## config.mk

```make
export PLATFORM = sky130hd
export DESIGN_NAME = array_list_insert_delete_search_unit
export DESIGN_NICKNAME = d
export VERILOG_FILES = /design/src/design/alids_pkg.sv /design/src/design/array_list_insert_delete_search_unit.sv /design/src/design/alids_cell.sv /design/src/design/alids_scan.sv
export SDC_FILE = /design/constraint.sdc
export NUM_CORES = 2
export LEC_CHECK = 0
export BUFFER_PORTS_ARGS = -buffer_cell sky130_fd_sc_hd__buf_2
export CAP_MARGIN = 20
export CELL_PAD_IN_SITES_DETAIL_PLACEMENT = 0
export CELL_PAD_IN_SITES_GLOBAL_PLACEMENT = 2
export CORE_ASPECT_RATIO = 0.9
export CORE_MARGIN = 5
export CORE_UTILIZATION = 45
export DETAILED_ROUTE_END_ITERATION = 8
export PLACE_DENSITY_LB_ADDON = 0.1
export SYNTH_ARGS = -nofsm -noshare
export SYNTH_HDL_FRONTEND = slang
export SYNTH_SLANG_ARGS = --single-unit
export TNS_END_PERCENT = 10
```

## constraint.sdc

```tcl
create_clock -name clk -period 10.1 [get_ports clk]
set_input_delay 1.515 -clock clk [delete_from_list [all_inputs] [get_ports clk]]
set_output_delay 1.515 -clock clk [all_outputs]
set_load 0.05 [all_outputs]
```

## src/design/alids_pkg.sv

```systemverilog
// Shared types, sizes and codes for the array list insert/delete/search unit.
`default_nettype none
package alids_pkg;

  // Store size and derived widths
  localparam int DEPTH = 16;
  localparam int IDX_W = (DEPTH > 1) ? $clog2(DEPTH) : 1;
  localparam int CNT_W = $clog2(DEPTH + 1);
  localparam int CMP_W = (CNT_W > 5) ? CNT_W + 1 : 6;

  typedef logic signed [31:0] data_t;
  typedef logic [IDX_W-1:0]   idx_t;
  typedef logic [CNT_W-1:0]   count_t;
  typedef logic [CMP_W-1:0]   cmp_t;
  typedef logic [4:0]         pos_t;
  typedef logic [DEPTH-1:0]   vec_t;

  // Operation codes
  localparam logic [1:0] FUNC_INSERT = 2'd0;
  localparam logic [1:0] FUNC_DELETE = 2'd1;
  localparam logic [1:0] FUNC_SEARCH = 2'd2;
  localparam logic [1:0] FUNC_COUNT  = 2'd3;

  // Result status codes
  localparam logic [2:0] STAT_DONE     = 3'd0;
  localparam logic [2:0] STAT_BADPOS   = 3'd1;
  localparam logic [2:0] STAT_FULL     = 3'd2;
  localparam logic [2:0] STAT_FOUND    = 3'd3;
  localparam logic [2:0] STAT_NOTFOUND = 3'd4;
  localparam logic [2:0] STAT_COUNT    = 3'd5;

  typedef struct packed {
    logic [1:0] func;
    pos_t       position;
    data_t      value;
  } req_t;

  typedef struct packed {
    logic [2:0] status;
    pos_t       found_position;
    pos_t       element_count;
    logic       last;
  } rsp_t;

  // Per-cell update command
  typedef enum logic [1:0] {
    CELL_HOLD,
    CELL_LOAD,
    CELL_LEFT,
    CELL_RIGHT
  } cell_op_t;

  // Match scanner status toward the controller
  typedef struct packed {
    logic empty;
    idx_t idx;
    logic last;
  } scan_t;

endpackage
`default_nettype wire

```

## src/design/array_list_insert_delete_search_unit.sv

```systemverilog
// Top level of the array list unit: cell chain, match scanner and control.
// Usage:
//   req carries one operation (insert, delete, search, count query) and is
//   transferred when req_valid and req_ready are high at a rising edge.
//   rsp carries one result, transferred when rsp_valid and rsp_ready are high.
//   The result register holds a finished result while the receiver stalls;
//   req_ready stays low until that register is free or being emptied.
// Latency and throughput:
//   Insert, delete and count query give their single result in the cycle after
//   the transfer; with rsp_ready high a new item is taken every cycle, since
//   each cell loads its neighbor's entry directly into its own register.
//   A search compares all cells in the transfer cycle, then emits one found
//   result per cycle from the match scanner while the receiver does not stall,
//   lowest position first, or one not-found result; the next item is taken
//   after its last result is loaded.
// Reset:
//   rst (synchronous) empties the store (count zero) and clears rsp_valid.
//   Entry contents are not cleared; only occupied entries are ever compared.
`default_nettype none
module array_list_insert_delete_search_unit (
  input  wire                clk,
  input  wire                rst,
  input  wire                req_valid,
  output logic               req_ready,
  input  alids_pkg::req_t    req,
  output logic               rsp_valid,
  input  wire                rsp_ready,
  output alids_pkg::rsp_t    rsp
);

  localparam logic S_IDLE = 1'b0;
  localparam logic S_SCAN = 1'b1;

  logic                     state;
  logic                     state_next;
  alids_pkg::count_t        count;
  alids_pkg::count_t        count_next;
  logic                     rsp_valid_next;
  alids_pkg::rsp_t          rsp_next;
  logic                     rsp_load;
  logic                     slot_free;
  logic                     take;
  logic                     ins_ok;
  logic                     del_ok;
  logic                     scan_load;
  logic                     scan_advance;
  alids_pkg::cmp_t          pos_c;
  alids_pkg::cmp_t          cnt_c;
  alids_pkg::count_t        hit_pos;
  alids_pkg::scan_t         scan;
  alids_pkg::vec_t          match_vec;
  alids_pkg::data_t         cell_data [alids_pkg::DEPTH];
  alids_pkg::cell_op_t      cell_op   [alids_pkg::DEPTH];

  assign slot_free = !rsp_valid || rsp_ready;
  assign req_ready = (state == S_IDLE) && slot_free;
  assign take      = req_valid && req_ready;

  // Check positions against the current count
  assign pos_c  = alids_pkg::cmp_t'(req.position);
  assign cnt_c  = alids_pkg::cmp_t'(count);
  assign ins_ok = (pos_c != '0) && (pos_c <= cnt_c + alids_pkg::cmp_t'(1))
                  && (cnt_c < alids_pkg::cmp_t'(alids_pkg::DEPTH));
  assign del_ok = (pos_c != '0) && (pos_c <= cnt_c);

  // Cell chain: per-cell shift commands and storage
  for (genvar i = 0; i < alids_pkg::DEPTH; i++) begin : g_cell
    alids_pkg::data_t left_d;
    alids_pkg::data_t right_d;
    logic             occ;

    if (i == 0) begin : g_first
      assign left_d = '0;
    end else begin : g_mid_l
      assign left_d = cell_data[i-1];
    end
    if (i == alids_pkg::DEPTH - 1) begin : g_final
      assign right_d = '0;
    end else begin : g_mid_r
      assign right_d = cell_data[i+1];
    end

    assign occ = alids_pkg::cmp_t'(i) < cnt_c;

    always_comb begin
      cell_op[i] = alids_pkg::CELL_HOLD;
      if (take && req.func == alids_pkg::FUNC_INSERT && ins_ok) begin
        if (alids_pkg::cmp_t'(i + 1) == pos_c) begin
          cell_op[i] = alids_pkg::CELL_LOAD;
        end else if (alids_pkg::cmp_t'(i + 1) > pos_c) begin
          cell_op[i] = alids_pkg::CELL_LEFT;
        end
      end else if (take && req.func == alids_pkg::FUNC_DELETE && del_ok) begin
        if (alids_pkg::cmp_t'(i + 1) >= pos_c) begin
          cell_op[i] = alids_pkg::CELL_RIGHT;
        end
      end
    end

    alids_cell u_cell (
      .clk      (clk),
      .op       (cell_op[i]),
      .value    (req.value),
      .left     (left_d),
      .right    (right_d),
      .occupied (occ),
      .data     (cell_data[i]),
      .match    (match_vec[i])
    );
  end

  // Match scanner
  assign scan_load    = take && (req.func == alids_pkg::FUNC_SEARCH);
  assign scan_advance = (state == S_SCAN) && slot_free && !scan.empty;

  alids_scan u_scan (
    .clk      (clk),
    .load     (scan_load),
    .load_vec (match_vec),
    .advance  (scan_advance),
    .scan     (scan)
  );

  assign hit_pos = alids_pkg::count_t'(scan.idx) + alids_pkg::count_t'(1);

  // Control: count update, result selection, state
  always_comb begin
    state_next = state;
    count_next = count;
    rsp_load   = 1'b0;
    rsp_next   = rsp;
    if (take) begin
      rsp_next.found_position = '0;
      rsp_next.last           = 1'b1;
      rsp_next.element_count  = alids_pkg::pos_t'(count);
      unique case (req.func)
        alids_pkg::FUNC_INSERT: begin
          rsp_load = 1'b1;
          if (ins_ok) begin
            count_next             = count + alids_pkg::count_t'(1);
            rsp_next.status        = alids_pkg::STAT_DONE;
            rsp_next.element_count = alids_pkg::pos_t'(count + alids_pkg::count_t'(1));
          end else if (pos_c == '0 || pos_c > cnt_c + alids_pkg::cmp_t'(1)) begin
            rsp_next.status = alids_pkg::STAT_BADPOS;
          end else begin
            rsp_next.status = alids_pkg::STAT_FULL;
          end
        end
        alids_pkg::FUNC_DELETE: begin
          rsp_load = 1'b1;
          if (del_ok) begin
            count_next             = count - alids_pkg::count_t'(1);
            rsp_next.status        = alids_pkg::STAT_DONE;
            rsp_next.element_count = alids_pkg::pos_t'(count - alids_pkg::count_t'(1));
          end else begin
            rsp_next.status = alids_pkg::STAT_BADPOS;
          end
        end
        alids_pkg::FUNC_SEARCH: begin
          state_next = S_SCAN;
        end
        default: begin
          rsp_load        = 1'b1;
          rsp_next.status = alids_pkg::STAT_COUNT;
        end
      endcase
    end else if (state == S_SCAN && slot_free) begin
      rsp_load               = 1'b1;
      rsp_next.element_count = alids_pkg::pos_t'(count);
      if (scan.empty) begin
        rsp_next.status         = alids_pkg::STAT_NOTFOUND;
        rsp_next.found_position = '0;
        rsp_next.last           = 1'b1;
        state_next              = S_IDLE;
      end else begin
        rsp_next.status         = alids_pkg::STAT_FOUND;
        rsp_next.found_position = alids_pkg::pos_t'(hit_pos);
        rsp_next.last           = scan.last;
        if (scan.last) begin
          state_next = S_IDLE;
        end
      end
    end
  end

  // Result register valid: set on load, drop on transfer
  always_comb begin
    rsp_valid_next = rsp_valid;
    if (rsp_load) begin
      rsp_valid_next = 1'b1;
    end else if (rsp_ready) begin
      rsp_valid_next = 1'b0;
    end
  end

  always_ff @(posedge clk) begin
    if (rst) begin
      state     <= S_IDLE;
      count     <= '0;
      rsp_valid <= 1'b0;
    end else begin
      state     <= state_next;
      count     <= count_next;
      rsp_valid <= rsp_valid_next;
    end
  end

  // Hold result payload
  always_ff @(posedge clk) begin
    rsp <= rsp_next;
  end

endmodule
`default_nettype wire

```

## src/design/alids_cell.sv

```systemverilog
// One storage cell of the entry chain: holds an entry, shifts and compares.
`default_nettype none
module alids_cell (
  input  wire                    clk,
  input  alids_pkg::cell_op_t    op,
  input  alids_pkg::data_t       value,
  input  alids_pkg::data_t       left,
  input  alids_pkg::data_t       right,
  input  wire                    occupied,
  output alids_pkg::data_t       data,
  output logic                   match
);

  alids_pkg::data_t entry;

  // Load, shift from a neighbor, or hold
  always_ff @(posedge clk) begin
    unique case (op)
      alids_pkg::CELL_LOAD:  entry <= value;
      alids_pkg::CELL_LEFT:  entry <= left;
      alids_pkg::CELL_RIGHT: entry <= right;
      default:               entry <= entry;
    endcase
  end

  assign data  = entry;
  assign match = occupied && (entry == value);

endmodule
`default_nettype wire

```

## src/design/alids_scan.sv

```systemverilog
// Match vector register that hands out matching positions lowest first.
`default_nettype none
module alids_scan (
  input  wire                 clk,
  input  wire                 load,
  input  alids_pkg::vec_t     load_vec,
  input  wire                 advance,
  output alids_pkg::scan_t    scan
);

  alids_pkg::vec_t mask;
  alids_pkg::vec_t rest;
  alids_pkg::idx_t low_idx;

  // Find the lowest pending match
  always_comb begin
    low_idx = '0;
    for (int i = alids_pkg::DEPTH - 1; i >= 0; i--) begin
      if (mask[i]) begin
        low_idx = alids_pkg::idx_t'(i);
      end
    end
  end

  assign rest = mask & (mask - alids_pkg::vec_t'(1));

  // Capture a new vector or drop the match just reported
  always_ff @(posedge clk) begin
    if (load) begin
      mask <= load_vec;
    end else if (advance) begin
      mask <= rest;
    end
  end

  assign scan.empty = (mask == '0);
  assign scan.idx   = low_idx;
  assign scan.last  = (rest == '0);

endmodule
`default_nettype wire

```

# Yosys cells after proc, flatten, opt, wreduce, memory -nomap -nowiden
# Cells that the tools add are included.
# Widths: inputs -> output; s select.
# word_totals
register_bits	549
out_inout_bits	16
word_cells	361
inputBits	43
# op_classes
bitwise	2
n_addsub	5
n_eq_ne	84
order_cmp	52
reduce_logical	59
n_mux	135
# ops
op	n
$pmux 32 s3	16
$eq 32x32->1	16
$mux 2	82
$eq 2x2->1 const B	33
$mux 4	16
$reduce_bool 3->1	17
$eq 4x5->1 const A	8
$ge 4x5->1 const A	8
$gt 4x5->1 const A	8
$lt 4x5->1 const A	8
$eq 2x1->1 const B	17
$logic_not 16->1	2
$mux 16	2
$logic_and 1x1->1	28
$mux 14	2
$eq 3x5->1 const A	4
$ge 3x5->1 const A	4
$gt 3x5->1 const A	4
$lt 3x5->1 const A	4
$and 16x16->16	1
$sub 16x1->16 const B	1
$mux 1	12
$eq 2x5->1 const A	2
$ge 2x5->1 const A	2
32 further kinds	40

# Longest topological paths before layout
# logic_depth
ltp_word	20
ltp_mapped	14
depth_no_buf	10

# Modules after synthesis
# From an unflattened synthesis, not the netlist that was laid out.
# unflattened
cells_unflattened	3357
area_unflattened_um2	34810.9
# modules_own_cells
mod	cells_each	n_inst	area_each_um2	seq_area_each_um2
alids_cell	184	16	1978.1	960.9
array_list_insert_delete_search_unit	289	1	2072.0	500.5
alids_scan	124	1	1088.5	480.5

# Worst setup path after synthesis
# Ideal clock, no wire load.
# synth_path
path_kind	in2reg
from	input port req[32] (netlist bit)
to	register g_cell[11].u_cell.entry[0] (enable)
path_slack_ns	4.026
n_path_buf	2
arrival_time_ns	5.594
stages	10
required_time_ns	9.620
setup_ns	0.480
path_cell_list	inv_1 ha_1 and4b_1 a21oi_1 o31a_1 buf_2 buf_2 nor2_2 o21ai_2 a311oi_1
# synth_via
elab_chain_len	7
word_cells_on_any_way	20
classes_between	4 x order compare; 4 x eq/ne; 5 x mux; 7 x reduce/logical
# synth_rtl
item	line	source
start: declaration	array_list_insert_delete_search_unit.sv:25	input alids_pkg::req_t req,
$le 5x5->1 (tied with other cells)	array_list_insert_delete_search_unit.sv:64	assign del_ok = (pos_c != '0) && (pos_c <= cnt_c);
$logic_and 1x1->1, on equally long branches	array_list_insert_delete_search_unit.sv:64, array_list_insert_delete_search_unit.sv:62	
$logic_and 1x1->1, on equally long branches	array_list_insert_delete_search_unit.sv:93, array_list_insert_delete_search_unit.sv:63	
$mux 2 / $logic_and 1x1->1 (equally long branches)	array_list_insert_delete_search_unit.sv:93, array_list_insert_delete_search_unit.sv:87	
$mux 2 *	array_list_insert_delete_search_unit.sv:87	if (take && req.func == alids_pkg::FUNC_INSERT && ins_ok) begin
$eq 2x1->1 / $eq 2x2->1 (equally long branches)	alids_cell.sv:18	unique case (op)
$reduce_bool 3->1 (no source line) *	--	
end signal: assignment	alids_cell.sv:19	alids_pkg::CELL_LOAD: entry <= value;
end signal: assignment	alids_cell.sv:20	alids_pkg::CELL_LEFT: entry <= left;
end signal: assignment	alids_cell.sv:21	alids_pkg::CELL_RIGHT: entry <= right;
end: declaration	alids_cell.sv:14	alids_pkg::data_t entry;
# Every way passes the cells marked *; elsewhere a longest branch is shown, timed or not.
# A chain may end at the register's enable or synchronous reset.

# Worst setup path after layout
# layout_path
from	input port req[34] (netlist bit)
to	register g_cell[1].u_cell.entry[28] (enable)
# layout_via
elab_chain_len	7
word_cells_on_any_way	20
classes_between	4 x order compare; 4 x eq/ne; 5 x mux; 7 x reduce/logical
# layout_rtl
item	line
$le 5x5->1 (tied with other cells)	array_list_insert_delete_search_unit.sv:64
$logic_and 1x1->1, on equally long branches	array_list_insert_delete_search_unit.sv:64, array_list_insert_delete_search_unit.sv:62
$logic_and 1x1->1, on equally long branches	array_list_insert_delete_search_unit.sv:93, array_list_insert_delete_search_unit.sv:63
$mux 2 / $logic_and 1x1->1 (equally long branches)	array_list_insert_delete_search_unit.sv:93, array_list_insert_delete_search_unit.sv:87
$mux 2 *	array_list_insert_delete_search_unit.sv:87
$eq 2x1->1 / $eq 2x2->1 (equally long branches)	alids_cell.sv:18
$reduce_bool 3->1 (no source line) *	--
end signal: assignment	alids_cell.sv:19
end signal: assignment	alids_cell.sv:20
end signal: assignment	alids_cell.sv:21
end: declaration	alids_cell.sv:14
# Marked as above.

==> results_dict.tcl <==
set metrics [dict create \
    synth_top_family_by_area "compound AO/OA/AOI/OAI gates" \
    yosys-top-cells-count "edfxtp_1, xnor2_1, a22oi_1, o21ai_0, nor3_1" \
    drc 0 \
    min_period_over_period_pct 49.7 \
    drt-wirelength-per-cell_um 35.9 \
    dieWidth_um 293 \
    syn_nets 2884 \
    post-synth-top-area-cell "edfxtp_1" \
    setup-violations-final 0 \
    p_leak_nw 11.1 \
    path_clk_slew_ns 0.06 \
    final_nets 2820 \
    period_needed_ns 5.02 \
    cts_tree "built" \
    fmax_mhz 199 \
    finalPower_mw 5.67 \
    die_area_um2 77300 \
    io_buffers 58 \
    cts_setup_buffers 0 \
    syn_inst 2827 \
    powerDensity_nw_per_um2 159 \
    syn_area_um2 32300 \
    drive_gt1_share_pct 11.6 \
    synth_top_area_share_pct 49.8 \
    maxCapViolations 0 \
    synth_compound_area_share_pct 18.8 \
    drt-initial-drc-count 3884 \
    antenna_found_initial 5 \
    cpPeakStageDelay_ns 0.71 \
    rr_startpoint "count[1]" \
    cts_buffers 66 \
    end_kind "flop" \
    ant_nets 0 \
    die_y_um 264 \
    timing.hold.worst.start "rsp[6]" \
    grt_pass1_vias 24700 \
    path_cells "buf_2 > ha_1 > and3_1 > a211oi_1 > o31ai_4 > nor2_4 > nor2_1 > nor3_2 > buf_4" \
    synthMuxAreaShare_pct 3.13 \
    place_congestion 0.960 \
    final.setup.tns_ns 0 \
    worstPathRequired_ns 10.34 \
    criticalPathCategory "input pin to flop" \
    grt_max_degree 65 \
    final-hold-violation-count 0 \
    synth_fa_ha_area_share_pct 0.573 \
    synth-edff-count 536 \
    num_rows 93 \
    yosys-top-cells-area "edfxtp_1, xnor2_1, a22oi_1, xor2_1, a221o_1" \
    cp_top_family "simple AND/OR/NAND/NOR gates" \
    root_buffer "clkbuf_16" \
    clockBufferDepth 3 \
    grt_pass1_wl_um 191000 \
    track_usage_pct 33.5 \
    crit_fanout 35 \
    initial_core_util_pct 45.3 \
    synth_xor_area_share_pct 14.0 \
    detail_route.first_pass.iterations 6 \
    grt_overflow_total 0 \
    holdCritPathClass "flop to flop" \
    startpoint "req[34]" \
    num_vias 26200 \
    cts_sinks 549 \
    holdBufCountCts 0 \
    fin_skew_ns 0.0326 \
    post_cts_resized 0 \
    rsz0062_at_grt "no" \
    design.core.area_um2 71400 \
    worst_pin_slew_ns 1.25 \
    dp_hpwl_um 94600 \
    crit_path_start_kind "input pin" \
    cp_num_buf_inv 2 \
    area_delta_synth_final_pct 10.3 \
    whs_ns 0.450 \
    routed_wl_um 135000 \
    worstPathArrival_ns 5.26 \
    relSlewSlack_pct 16.0 \
    critPathSlowestCell "nor2_4" \
    async_reset_ff_share_pct 0 \
    yosysSeqAreaShare_pct 50.6 \
    yosysMostFrequentCell "edfxtp_1" \
    clock_latency_ns 0.62 \
    ir_drop_mv 0.106 \
    cts_max_level 3 \
    yosys.area_share.simple_pct 8.70 \
    via_per_inst 6.95 \
    status "complete, no violations" \
    avgSynthCellArea_um2 11.4 \
    slew_violations 0 \
    yosysUniqueCellTypes 80 \
    synth_flop_cell "edfxtp_1" \
    yosysWarnings 0 \
    ys_ff_latch 549 \
    ios 59 \
]
==> per-stage QoR <==
step	worst slack [ns]	util, %	cell area [um^2]	std cells
global route	4.86	49.9	35700	3761
floorplan	4.03	-	32300	2827
CTS	4.83	49.7	35500	3753
finish	5.08	49.9	35700	3763
global placement	4.30	46.8	33500	3637
detailed placement	4.21	46.8	33500	3637
==> final cells by class <==
type | instances | area, um^2
Multi-Input combinational cell | 1951 | 14800
Fill cell | 6406 | 35800
Tap cell | 950 | 1190
Timing Repair Buffer | 148 | 1090
Antenna cell | 2 | 5.00
Clock buffer | 89 | 1800
Clock inverter | 27 | 221
Inverter | 47 | 176
Sequential cell | 549 | 16400
==> worst register-to-register path: cells and delay by family, from the launching register on <==
family,cells,cell delay [ns]
adder cells (fa/ha/maj),2,0.75
flip-flops,1,0.56
AND/OR/NAND/NOR,4,1.47
AO/OA/AOI/OAI,2,0.57
buffers and inverters,3,0.95
==> cells in the final DEF, fill, tap and decap left out, drive strengths merged, types with 46 or more instances in the layout <==
cell type,count
a21oi,54
a221o,160
a22oi,225
buf,148
clkbuf,89
edfxtp,536
inv,48
mux2i,64
nand4,100
nor2,46
nor3,196
nor4,65
o21ai,229
xnor2,332
xor2,185
==> where the power goes <==
part	switching, mW	internal [mW]
Combinational	0.464	0.227
Clock	1.02	1.33
Sequential	0.0617	2.57
Total	1.55	4.13
==> cell families after synthesis <==
logic type | after synthesis
AO/OA/AOI/OAI | 831
flip-flops | 549
XOR/XNOR | 517
AND/OR/NAND/NOR | 491
buffers and inverters | 327
multiplexers | 97
adder cells (fa/ha/maj) | 15
==> final timing paths <==
check        slack, ns                         to  depth (start not counted)
max               5.08  g_cell[1].u_cell.data[28]                          9
min               0.45                     rsp[6]                          2
max reg2reg       5.39  g_cell[1].u_cell.data[28]                         11
min reg2reg       0.45                     rsp[6]                          2
==> sequential cells by signal, summed over array words and instances (netlist names) <==
signal / flops
g_cell.u_cell.data: 512
u_scan.mask: 16
rsp: 14
count: 5
rsp_valid: 1
state: 1
==> layer usage <==
metal  track usage [%]  part of all wire (%)  up-vias  routed length (um)
li1                  -                     -    10900                   -
met1              48.7                    42    13200               56300
met2              48.0                    42     1843               56600
met3              12.4                    14      202               18500
met4              7.43                   2.5        8                3390
met5              1.28                  0.13        -                 172
Power figures use the tool's default switching activity.
